## src/hdl/mdp_pkg.sv

```systemverilog
// Shared types and constants for the MIDI stream parser.
// No dependencies; used by mdp_parse and the top level.
package mdp_pkg;

   localparam logic [7:0] STATUS_REALTIME = 8'hF8;
   localparam logic [7:0] STATUS_SOX      = 8'hF0;
   localparam logic [7:0] STATUS_EOX      = 8'hF7;
   localparam logic [3:0] CMD_NOTE_OFF    = 4'h8;
   localparam logic [3:0] CMD_NOTE_ON     = 4'h9;
   localparam logic [3:0] CMD_CONTROL     = 4'hB;
   localparam logic [3:0] CMD_PROGRAM     = 4'hC;
   localparam logic [3:0] CMD_PRESSURE    = 4'hD;
   localparam logic [3:0] CMD_BEND        = 4'hE;

   localparam int unsigned CODE_W  = 49;
   localparam int unsigned CSR_W   = 7;
   localparam int unsigned RSP_W   = 104;

   localparam logic [6:0] FAMILY_ID_RESET     = 7'h14;
   localparam logic [6:0] QUERY_COMMAND_RESET = 7'h00;

   typedef enum logic [0:0] {
      CSR_FAMILY_ID     = 1'b0,
      CSR_QUERY_COMMAND = 1'b1
   } csr_index_type;

   typedef enum logic [3:0] {
      KIND_NOTE_OFF   = 4'd0,
      KIND_NOTE_ON    = 4'd1,
      KIND_CONTROL    = 4'd2,
      KIND_PROGRAM    = 4'd3,
      KIND_PRESSURE   = 4'd4,
      KIND_BEND       = 4'd5,
      KIND_SYSEX_DATA = 4'd6,
      KIND_SYSEX_END  = 4'd7,
      KIND_ABORT      = 4'd8,
      KIND_CHALLENGE  = 4'd9
   } kind_type;

   typedef struct packed {
      logic [6:0] family_id;
      logic [6:0] query_command;
   } cfg_type;

   // Last member sits in the lowest bits, matching the rsp_tdata layout.
   typedef struct packed {
      logic              pad;
      logic [CODE_W-1:0] chal_code;
      logic              is_query;
      logic [8:0]        sysex_length;
      logic [7:0]        sysex_index;
      logic [13:0]       bend_value;
      logic [6:0]        data_two;
      logic [6:0]        data_one;
      logic [3:0]        channel;
      kind_type          kind;
   } result_type;

endpackage

```

## src/hdl/mdp_parse.sv

```systemverilog
// Parser state and the per-byte decode that produces at most one result.
// Depends on mdp_pkg.
module mdp_parse #(
   parameter int unsigned SYSEX_MAX       = 256,
   parameter int unsigned CHALLENGE_BYTES = 7
) (
   input  logic                clock,
   input  logic                reset,
   input  logic                step,
   input  logic [7:0]          rx_byte,
   input  mdp_pkg::cfg_type    cfg,
   output logic                emit,
   output mdp_pkg::result_type result
);

   localparam int unsigned BCW = $clog2(SYSEX_MAX + 1);
   localparam int unsigned CCW = $clog2(CHALLENGE_BYTES + 1);

   logic                       in_sysex_ff, in_sysex_in;
   logic [BCW-1:0]             byte_count_ff, byte_count_in;
   logic [7:0]                 running_ff, running_in;
   logic [6:0]                 held_ff, held_in;
   logic [6:0]                 seen_family_ff, seen_family_in;
   logic [6:0]                 seen_command_ff, seen_command_in;
   logic                       awaiting_ff, awaiting_in;
   logic [CCW-1:0]             chal_count_ff, chal_count_in;
   logic [mdp_pkg::CODE_W-1:0] chal_shift_ff, chal_shift_in;
   logic [BCW+8:0]             count_wide;
   logic                       query_hit;

   assign count_wide = {9'd0, byte_count_ff};
   assign query_hit  = (byte_count_ff == BCW'(5))
                    && (seen_family_ff == cfg.family_id)
                    && (seen_command_ff == cfg.query_command);

   always_comb begin
      in_sysex_in     = in_sysex_ff;
      byte_count_in   = byte_count_ff;
      running_in      = running_ff;
      held_in         = held_ff;
      seen_family_in  = seen_family_ff;
      seen_command_in = seen_command_ff;
      awaiting_in     = awaiting_ff;
      chal_count_in   = chal_count_ff;
      chal_shift_in   = chal_shift_ff;
      emit            = 1'b0;
      result          = '0;

      if (rx_byte < mdp_pkg::STATUS_REALTIME) begin
         // any status other than EOX ends an open SysEx
         if (in_sysex_ff && rx_byte[7] && rx_byte != mdp_pkg::STATUS_EOX) begin
            emit                = 1'b1;
            result.kind         = mdp_pkg::KIND_ABORT;
            result.sysex_length = count_wide[8:0];
            in_sysex_in         = 1'b0;
            byte_count_in       = '0;
         end

         if (awaiting_ff && !rx_byte[7]) begin
            // slots past the code width are dropped
            for (int i = 0; i < 7; i++) begin
               if (int'(chal_count_ff) == i) begin
                  chal_shift_in[7*i +: 7] = chal_shift_ff[7*i +: 7] | rx_byte[6:0];
               end
            end
            chal_count_in = chal_count_ff + CCW'(1);
            if (chal_count_in == CCW'(CHALLENGE_BYTES)) begin
               emit             = 1'b1;
               result.kind      = mdp_pkg::KIND_CHALLENGE;
               result.chal_code = chal_shift_in;
               awaiting_in      = 1'b0;
               chal_count_in    = '0;
            end
         end else if (rx_byte == mdp_pkg::STATUS_SOX) begin
            in_sysex_in     = 1'b1;
            byte_count_in   = '0;
            seen_family_in  = '0;
            seen_command_in = '0;
         end else if (rx_byte == mdp_pkg::STATUS_EOX) begin
            if (in_sysex_ff) begin
               emit                = 1'b1;
               result.kind         = mdp_pkg::KIND_SYSEX_END;
               result.sysex_length = count_wide[8:0];
               result.is_query     = query_hit;
               in_sysex_in         = 1'b0;
               byte_count_in       = '0;
               running_in          = '0;
               if (query_hit) begin
                  awaiting_in   = 1'b1;
                  chal_count_in = '0;
                  chal_shift_in = '0;
               end
            end
         end else if (in_sysex_in) begin
            emit = 1'b1;
            if (byte_count_ff < BCW'(SYSEX_MAX)) begin
               if (byte_count_ff == BCW'(3)) begin
                  seen_family_in = rx_byte[6:0];
               end else if (byte_count_ff == BCW'(4)) begin
                  seen_command_in = rx_byte[6:0];
               end
               byte_count_in      = byte_count_ff + BCW'(1);
               result.kind        = mdp_pkg::KIND_SYSEX_DATA;
               result.data_one    = rx_byte[6:0];
               result.sysex_index = count_wide[7:0];
            end else begin
               result.kind         = mdp_pkg::KIND_ABORT;
               result.sysex_length = count_wide[8:0];
               in_sysex_in         = 1'b0;
               byte_count_in       = '0;
            end
         end else if (rx_byte[7]) begin
            running_in    = rx_byte;
            byte_count_in = '0;
         end else if (running_ff != 8'd0) begin
            result.channel  = running_ff[3:0];
            result.data_one = rx_byte[6:0];
            case (running_ff[7:4])
               mdp_pkg::CMD_NOTE_OFF:  result.kind = mdp_pkg::KIND_NOTE_OFF;
               mdp_pkg::CMD_NOTE_ON:   result.kind = mdp_pkg::KIND_NOTE_ON;
               mdp_pkg::CMD_CONTROL:   result.kind = mdp_pkg::KIND_CONTROL;
               mdp_pkg::CMD_PROGRAM:   result.kind = mdp_pkg::KIND_PROGRAM;
               mdp_pkg::CMD_PRESSURE:  result.kind = mdp_pkg::KIND_PRESSURE;
               mdp_pkg::CMD_BEND:      result.kind = mdp_pkg::KIND_BEND;
               default:                result.kind = mdp_pkg::KIND_ABORT;
            endcase
            if (result.kind == mdp_pkg::KIND_ABORT) begin
               // unknown command: drop running status
               result        = '0;
               running_in    = '0;
               byte_count_in = '0;
            end else if (result.kind == mdp_pkg::KIND_PROGRAM
                         || result.kind == mdp_pkg::KIND_PRESSURE) begin
               emit          = 1'b1;
               byte_count_in = '0;
            end else if (byte_count_ff == '0) begin
               result        = '0;
               held_in       = rx_byte[6:0];
               byte_count_in = BCW'(1);
            end else begin
               emit            = 1'b1;
               byte_count_in   = '0;
               result.data_one = held_ff;
               result.data_two = rx_byte[6:0];
               if (result.kind == mdp_pkg::KIND_BEND) begin
                  result.bend_value = {rx_byte[6:0], held_ff};
               end
            end
         end
      end
   end

   always_ff @(posedge clock) begin
      if (reset) begin
         in_sysex_ff     <= 1'b0;
         byte_count_ff   <= '0;
         running_ff      <= '0;
         held_ff         <= '0;
         seen_family_ff  <= '0;
         seen_command_ff <= '0;
         awaiting_ff     <= 1'b0;
         chal_count_ff   <= '0;
         chal_shift_ff   <= '0;
      end else if (step) begin
         in_sysex_ff     <= in_sysex_in;
         byte_count_ff   <= byte_count_in;
         running_ff      <= running_in;
         held_ff         <= held_in;
         seen_family_ff  <= seen_family_in;
         seen_command_ff <= seen_command_in;
         awaiting_ff     <= awaiting_in;
         chal_count_ff   <= chal_count_in;
         chal_shift_ff   <= chal_shift_in;
      end
   end

   a_chal_count_range: assert property (@(posedge clock) disable iff (reset)
      chal_count_ff < CCW'(CHALLENGE_BYTES))
      else $error("challenge count out of range");

   a_byte_count_range: assert property (@(posedge clock) disable iff (reset)
      byte_count_ff <= BCW'(SYSEX_MAX))
      else $error("byte count beyond SysEx limit");

   a_running_is_status: assert property (@(posedge clock) disable iff (reset)
      running_ff != 8'd0 |-> running_ff[7])
      else $error("running status holds a data byte");

   a_query_arms: assert property (@(posedge clock) disable iff (reset)
      step && emit && result.kind == mdp_pkg::KIND_SYSEX_END && result.is_query
      |=> awaiting_ff && chal_count_ff == '0)
      else $error("connection query did not arm capture");

endmodule

```

## src/hdl/midi_stream_parser_with_handshake_core.sv

```systemverilog
// Top level: request register, parser, result register and config registers.
// Depends on mdp_pkg and mdp_parse.
//
// MIDI byte stream parser. Takes one received byte per request and returns
// zero or one result: channel messages with running status, SysEx data
// bytes with their index, SysEx end or abort, and a seven-byte challenge
// captured after a connection query. Throughput is one byte per cycle
// while the result register is not held full; a byte that yields a result
// passes the request register, then the result register, before it shows
// on rsp_, and a held result can stall it in the request register. Bytes
// F8 and above and bytes that only update state produce nothing. req_tready
// drops only while a request is held because the result register is full
// and rsp_tready is low. The user must write config registers through csr_
// only while idle; the block itself does not enforce this.
module midi_stream_parser_with_handshake_core #(
   parameter int unsigned SYSEX_MAX       = 256,
   parameter int unsigned CHALLENGE_BYTES = 7
) (
   input  logic                        clock,
   input  logic                        reset,
   input  logic                        req_tvalid,
   output logic                        req_tready,
   input  logic [7:0]                  req_tdata,   // [7:0] rx_byte
   output logic                        rsp_tvalid,
   input  logic                        rsp_tready,
   // [3:0] kind, [7:4] channel, [14:8] data_one, [21:15] data_two,
   // [35:22] bend_value, [43:36] sysex_index, [52:44] sysex_length,
   // [53] is_query, [102:54] chal_code, [103] zero
   output logic [mdp_pkg::RSP_W-1:0]   rsp_tdata,
   input  logic                        csr_we,
   input  logic [0:0]                  csr_index,
   input  logic [mdp_pkg::CSR_W-1:0]   csr_wdata
);

   logic                req_valid_ff;
   logic [7:0]          req_byte_ff;
   logic                rsp_valid_ff;
   mdp_pkg::result_type rsp_data_ff;
   mdp_pkg::cfg_type    cfg_ff;
   logic                step;
   logic                emit;
   mdp_pkg::result_type result;

   assign step       = req_valid_ff && (!rsp_valid_ff || rsp_tready);
   assign req_tready = !req_valid_ff || step;
   assign rsp_tvalid = rsp_valid_ff;
   assign rsp_tdata  = rsp_data_ff;

   mdp_parse #(
      .SYSEX_MAX       (SYSEX_MAX),
      .CHALLENGE_BYTES (CHALLENGE_BYTES)
   ) u_parse (
      .clock   (clock),
      .reset   (reset),
      .step    (step),
      .rx_byte (req_byte_ff),
      .cfg     (cfg_ff),
      .emit    (emit),
      .result  (result)
   );

   always_ff @(posedge clock) begin
      if (reset) begin
         req_valid_ff <= 1'b0;
         rsp_valid_ff <= 1'b0;
      end else begin
         if (req_tready) begin
            req_valid_ff <= req_tvalid;
         end
         if (step) begin
            rsp_valid_ff <= emit;
         end else if (rsp_tready) begin
            rsp_valid_ff <= 1'b0;
         end
      end
   end

   always_ff @(posedge clock) begin
      if (req_tvalid && req_tready) begin
         req_byte_ff <= req_tdata;
      end
      if (step && emit) begin
         rsp_data_ff <= result;
      end
   end

   always_ff @(posedge clock) begin
      if (reset) begin
         cfg_ff.family_id     <= mdp_pkg::FAMILY_ID_RESET;
         cfg_ff.query_command <= mdp_pkg::QUERY_COMMAND_RESET;
      end else if (csr_we) begin
         case (mdp_pkg::csr_index_type'(csr_index))
            mdp_pkg::CSR_FAMILY_ID:     cfg_ff.family_id <= csr_wdata;
            mdp_pkg::CSR_QUERY_COMMAND: cfg_ff.query_command <= csr_wdata;
            default: ;
         endcase
      end
   end

   a_held_result_stays: assert property (@(posedge clock) disable iff (reset)
      rsp_valid_ff && !rsp_tready |=> rsp_valid_ff)
      else $error("pending result lost");

   a_no_step_when_full: assert property (@(posedge clock) disable iff (reset)
      rsp_valid_ff && !rsp_tready |-> !step)
      else $error("parser advanced into a full result register");

   a_pad_zero: assert property (@(posedge clock) disable iff (reset)
      rsp_valid_ff |-> rsp_data_ff.pad == 1'b0)
      else $error("result padding bit set");

endmodule
```

## config.mk

```make
export PLATFORM = sky130hd
export DESIGN_NAME = midi_stream_parser_with_handshake_core
export DESIGN_NICKNAME = d
export VERILOG_FILES = /design/src/hdl/mdp_pkg.sv /design/src/hdl/mdp_parse.sv /design/src/hdl/midi_stream_parser_with_handshake_core.sv
export SDC_FILE = /design/constraint.sdc
export NUM_CORES = 1
export LEC_CHECK = 0
export BUFFER_PORTS_ARGS = -buffer_cell sky130_fd_sc_hd__buf_4
export CORE_UTILIZATION = 60
export CTS_CLUSTER_DIAMETER = 30
export DETAILED_ROUTE_END_ITERATION = 6
export PLACE_DENSITY = 0.91
export SLEW_MARGIN = 20
export SYNTH_ARGS = -nofsm -noshare
export SYNTH_HDL_FRONTEND = slang
export SYNTH_HIERARCHICAL = 1
export SYNTH_SLANG_ARGS = --single-unit
```

## constraint.sdc

```tcl
create_clock -name clock -period 20.7 [get_ports clock]
set_input_delay 3.105 -clock clock [delete_from_list [all_inputs] [get_ports clock]]
set_output_delay 3.105 -clock clock [all_outputs]
set_load 0.02 [all_outputs]
```

### After elaboration in Yosys (flattened, before gate mapping)

Cells that the tools add are included.
W data, S select, Z words.

* flip-flop bits (word level): 220
* output and inout port bits: 106

* $add $sub $neg: 2
* order comparisons: 2
* equal/unequal tests: 31
* mux-type cells: 118
* bitwise gates (word level): 18
* reductions and logical operators: 42

Operators with widths (number)
* $mux W49: 9
* $mux W103: 4
* $mux W7: 20
* $mux W9: 14
* $mux W4: 16
* $mux W8: 8
* $mux W53: 1
* $mux W50: 1
* $or A7 B7 Y7: 7
* $mux W40: 1
* $mux W17: 2
* $mux W1: 30
* $eq A4 B4 Y1 const B: 7
* $mux W28: 1
* $pmux W4 S6: 1
* $mux W21: 1
* $mux W10: 2
* $eq A9 B3 Y1 const B: 2
* $mux W3: 6
* $eq A8 B8 Y1 const B: 2
* $reduce_and A8 Y1: 2
* $reduce_bool A2 Y1: 8
* $eq A3 B3 Y1 const B: 5
* $eq A7 B7 Y1: 2
* other kinds (30): 61

### Longest topological paths before layout

* depth in word-level cells: 21
* gate-level depth with buffers: 9

### By module

The synthesis kept the hierarchy.

By module, submodules not included
* mdp_parse: times used 1, cells each 620, area each 5057.4 um^2, sequential area each 1841.8 um^2
* midi_stream_parser_with_handshake_core: times used 1, cells each 179, area each 4036.4 um^2, sequential area each 3683.5 um^2

### Worst setup path after synthesis

OpenSTA, ideal clock, no wires.

* kind: input-to-reg
* start: input rsp_tready
* end: register rsp_data_ff, in the netlist rsp_tdata[0], enable pin
* arrival: 7.829 ns
* required time: 20.120 ns
* path slack: 12.291 ns
* stages on the path: 2
* cells stage by stage: nand2b_1 > nor2b_1

* cells in the longest elaborated chain, start to end: 3

RTL lines
* from (decl): line midi_stream_parser_with_handshake_core.sv:25 `input logic rsp_tready,`
* $logic_or A1 B1 Y1: line midi_stream_parser_with_handshake_core.sv:44 `assign step = req_valid_ff && (!rsp_valid_ff || rsp_tready);`
* $logic_and A1 B1 Y1: line midi_stream_parser_with_handshake_core.sv:44
* $logic_and A1 B1 Y1: line midi_stream_parser_with_handshake_core.sv:82 `if (step && emit) begin`
* to (signal assigned): line midi_stream_parser_with_handshake_core.sv:83 `rsp_data_ff <= result;`
* to (decl): line midi_stream_parser_with_handshake_core.sv:38 `mdp_pkg::result_type rsp_data_ff;`

No other way between the ends.
A chain may end at the register's enable or synchronous reset.

### Worst setup path after layout

* start: input rsp_tready
* end: output req_tready

* cells in the longest elaborated chain, start to end: 3

RTL lines
* $logic_or A1 B1 Y1: line midi_stream_parser_with_handshake_core.sv:44
* $logic_and A1 B1 Y1: line midi_stream_parser_with_handshake_core.sv:44
* $logic_or A1 B1 Y1: line midi_stream_parser_with_handshake_core.sv:45 `assign req_tready = !req_valid_ff || step;`
* to (decl): line midi_stream_parser_with_handshake_core.sv:22 `output logic req_tready,`

No other way between the ends.

==> flow_summary.json <==
{
  "drc_errors": 24,
  "vdd_drop_max_mv": 0.07120,
  "fin_hold_ws_ns": 0.4776,
  "status": "complete, but fails checks",
  "cp_num_buf_inv": 2,
  "arrival_ns": 3.57,
  "place_inst": 1047,
  "cts_hold_buffers": 0,
  "final_cell_mix": "128 x buf_4, 112 x edfxtp_1, 108 x dfxtp_1, 90 x nor2_1, 63 x a21oi_1",
  "ys_types": 60,
  "timing.critical_path.mode_cell": "buf_4",
  "initial_utilization": 0.6210,
  "n_fill_cell": 826,
  "worstHoldStart": "u_parse/running_ff[2]",
  "die_area_mm2": 0.01565,
  "cp_slowest_cell": "nand3b_1",
  "first_iter_violations": 953,
  "final.setup.tns_ns": 0,
  "n_antenna_cell": 0,
  "violations": "design-rule violations",
  "syn_inst": 799,
  "antenna_found_initial": 0,
  "crit_chain": "buf_4 -> nand3b_1 -> buf_4",
  "row_count": 44,
  "cts_root_buf": "clkbuf_16",
  "reg2reg_to": "rsp_tdata[93]",
  "clk-insertion-delay-late_ns": 0.51,
  "syn_area_mm2": 0.009094,
  "cp-start-kind": "primary input",
  "cts_setup_buffers": 0,
  "r2r-start": "req_byte_ff[4]",
  "via_count": 6961,
  "tightest_slew_ns": 0.9993,
  "hold_viol_final": 0,
  "cap_violations": 0,
  "fin_crit_ns": 6.671,
  "ys_warn_count": 6,
  "cp.required_ns": 17.59,
  "path_delay_family": "buffers and inverters",
  "ys_ff_latch": 220,
  "rsz0062_at_grt": "no",
  "synthArstFlopShare": 0,
  "maxSlewViolCount": 0,
  "synth_flop_cell": "edfxtp_1",
  "slew_headroom": 0.3338,
  "final_common_cell": "buf_4",
  "r2r_slack_ns": 17.24,
  "ant_nets": 0,
  "clockBufferDepth": 3,
  "cellLeakagePower_nw": 4.180,
  "yosysSeqAreaShare": 0.6076,
  "slowest_delay_ns": 0.18,
  "skew_ns": 0.02344,
  "cts_tree": "built",
  "finalSetupViolations": 0,
  "area_delta_synth_final_pct": 24.42,
  "reg2regPathDepth": 7,
  "fin_nets": 932,
  "dr.pass1.iters": 7,
  "wire_per_inst_um": 20.46,
  "grt.total_usage": 0.2912,
  "gr-total-overflow": 0,
  "drt_wl_total_mm": 22.81,
  "syn_area_per_cell_um2": 11.38,
  "grt_pass1_vias": 6713,
  "use_met3": 0.05905,
  "cp_max_fo": 3,
  "dp_hpwl_mm": 13.41,
  "hold_depth": 2,
  "syn_nets": 829,
  "p_total_w": 0.001124,
  "final_cells": 1115,
  "grt_max_degree": 86,
  "die_w_um": 125.1,
  "cts_htree_levels": 2,
  "use_met1": 0.3808,
  "max_freq_mhz": 149.9,
  "drive_above_1_share": 0.2213,
  "fin_crit_sh": 0.3223,
  "grt_pass1_wl_mm": 35.84,
  "die_h_um": 125.1,
  "port-buffer-count": 126,
  "crit_path_end_kind": "output port",
  "power_density_mw_per_mm2": 99.30,
  "routabilityCongestion": 0.9009,
  "hold_end": "u_parse/running_ff[2]",
  "clkTransAtPathRegs_ns": 0.05,
  "grtUsageMet2": 0.4804,
  "numCtsBuffers": 37,
  "clock_sinks": 220,
  "worstSetupPathType": "primary input to output port",
  "grt-busiest-layer": "met2",
  "core_area_mm2": 0.01464,
  "cts.repair.resized": 0,
  "min-delay-path-class": "flip-flop to flip-flop",
  "utilization": 0.7726,
  "synth_edf_count": 112,
  "ios": 127,
  "viasPerCell": 6.243
}
## kinds of logic after synthesis
logic type               synth area share
flip-flops                         0.6076
adder cells (fa/ha/maj)           0.01238
AND/OR/NAND/NOR                    0.1566
XOR/XNOR                          0.01541
AO/OA/AOI/OAI                      0.1253
multiplexers                      0.04637
other                           0.0004124
buffers and inverters             0.03591
## cells in the mapped netlist (5+ instances only)
cell | instances | area (µm²)
a21oi_1 | 63 | 315.3
a22o_1 | 58 | 508.0
and2_1 | 48 | 300.3
and3_1 | 12 | 75.07
buf_2 | 9 | 45.04
clkbuf_1 | 50 | 187.7
dfxtp_1 | 108 | 2162
edfxtp_1 | 112 | 3363
ha_1 | 9 | 112.6
inv_1 | 14 | 52.55
mux2i_1 | 41 | 410.4
nand2_1 | 30 | 112.6
nand2b_1 | 24 | 150.1
nand3_1 | 13 | 65.06
nor2_1 | 90 | 337.8
nor2b_1 | 6 | 37.54
nor3_1 | 13 | 65.06
nor4_1 | 8 | 50.05
o31ai_1 | 5 | 37.54
xnor2_1 | 8 | 70.07
xor2_1 | 8 | 70.07
## worst min-delay path: stages (launching register included)
cell and delay, ns:
dfxtp_1 0.32, nand2_1 0.05, mux2i_1 0.05
## flip-flops by register name, indices dropped and copies added, names as in the netlist
register                 count
req_valid_ff                 1
u_parse/running_ff           8
u_parse/chal_shift_ff       49
u_parse/byte_count_ff        9
rsp_tdata                  104
u_parse/held_ff              7
u_parse/awaiting_ff          1
u_parse/seen_command_ff      7
u_parse/chal_count_ff        3
u_parse/seen_family_ff       7
rsp_tvalid                   1
cfg_ff                      14
req_byte_ff                  8
u_parse/in_sysex_ff          1
## worst max path at each step
| stage | startpoint | to | slack [ns] | depth (start not counted) |
|---|---|---|---|---|
| after floorplan | rsp_tready | rsp_tdata[0] | 12.29 | 2 |
| after global placement | rsp_tready | req_tready | 14.04 | 3 |
| after detailed placement | rsp_tready | req_tready | 14.03 | 3 |
| after CTS | rsp_tready | req_tready | 14.02 | 3 |
| after global routing | rsp_tready | req_tready | 13.99 | 3 |
| final | rsp_tready | req_tready | 14.03 | 3 |
## where the power goes
group / internal [W] / leakage, nW / total, W / switching (W)
clock network: 0.000405 / 0.606 / 0.000611 / 0.000206
logic: 0.0000152 / 1.82 / 0.0000390 / 0.0000238
registers: 0.000464 / 1.75 / 0.000473 / 0.00000979
## layer usage
layer  share of wire  wire, µm
met1            0.40      9025
met2            0.48     11040
met3           0.096      2201
met4           0.024       546
met5               0         0
## layout make-up
class,instances,area [µm²],area share
sequential,220,5525,0.4883
multi-input combinational,500,3273,0.2893
clock buffer,48,1041,0.09201
timing repair buffer,129,972.2,0.08592
tap,184,230.2,0.02035
clock inverter,20,220.2,0.01946
inverter,14,52.55,0.004644
## stage by stage
| stage | setup WS [ns] | area, µm² |
|---|---|---|
| after floorplan | 12.29 | 9094 |
| after global placement | 14.04 | 10040 |
| after detailed placement | 14.03 | 10040 |
| after CTS | 14.02 | 11300 |
| after global routing | 13.99 | 11310 |
| final | 14.03 | 11310 |
Note: power is estimated with default switching activity, not from simulation.
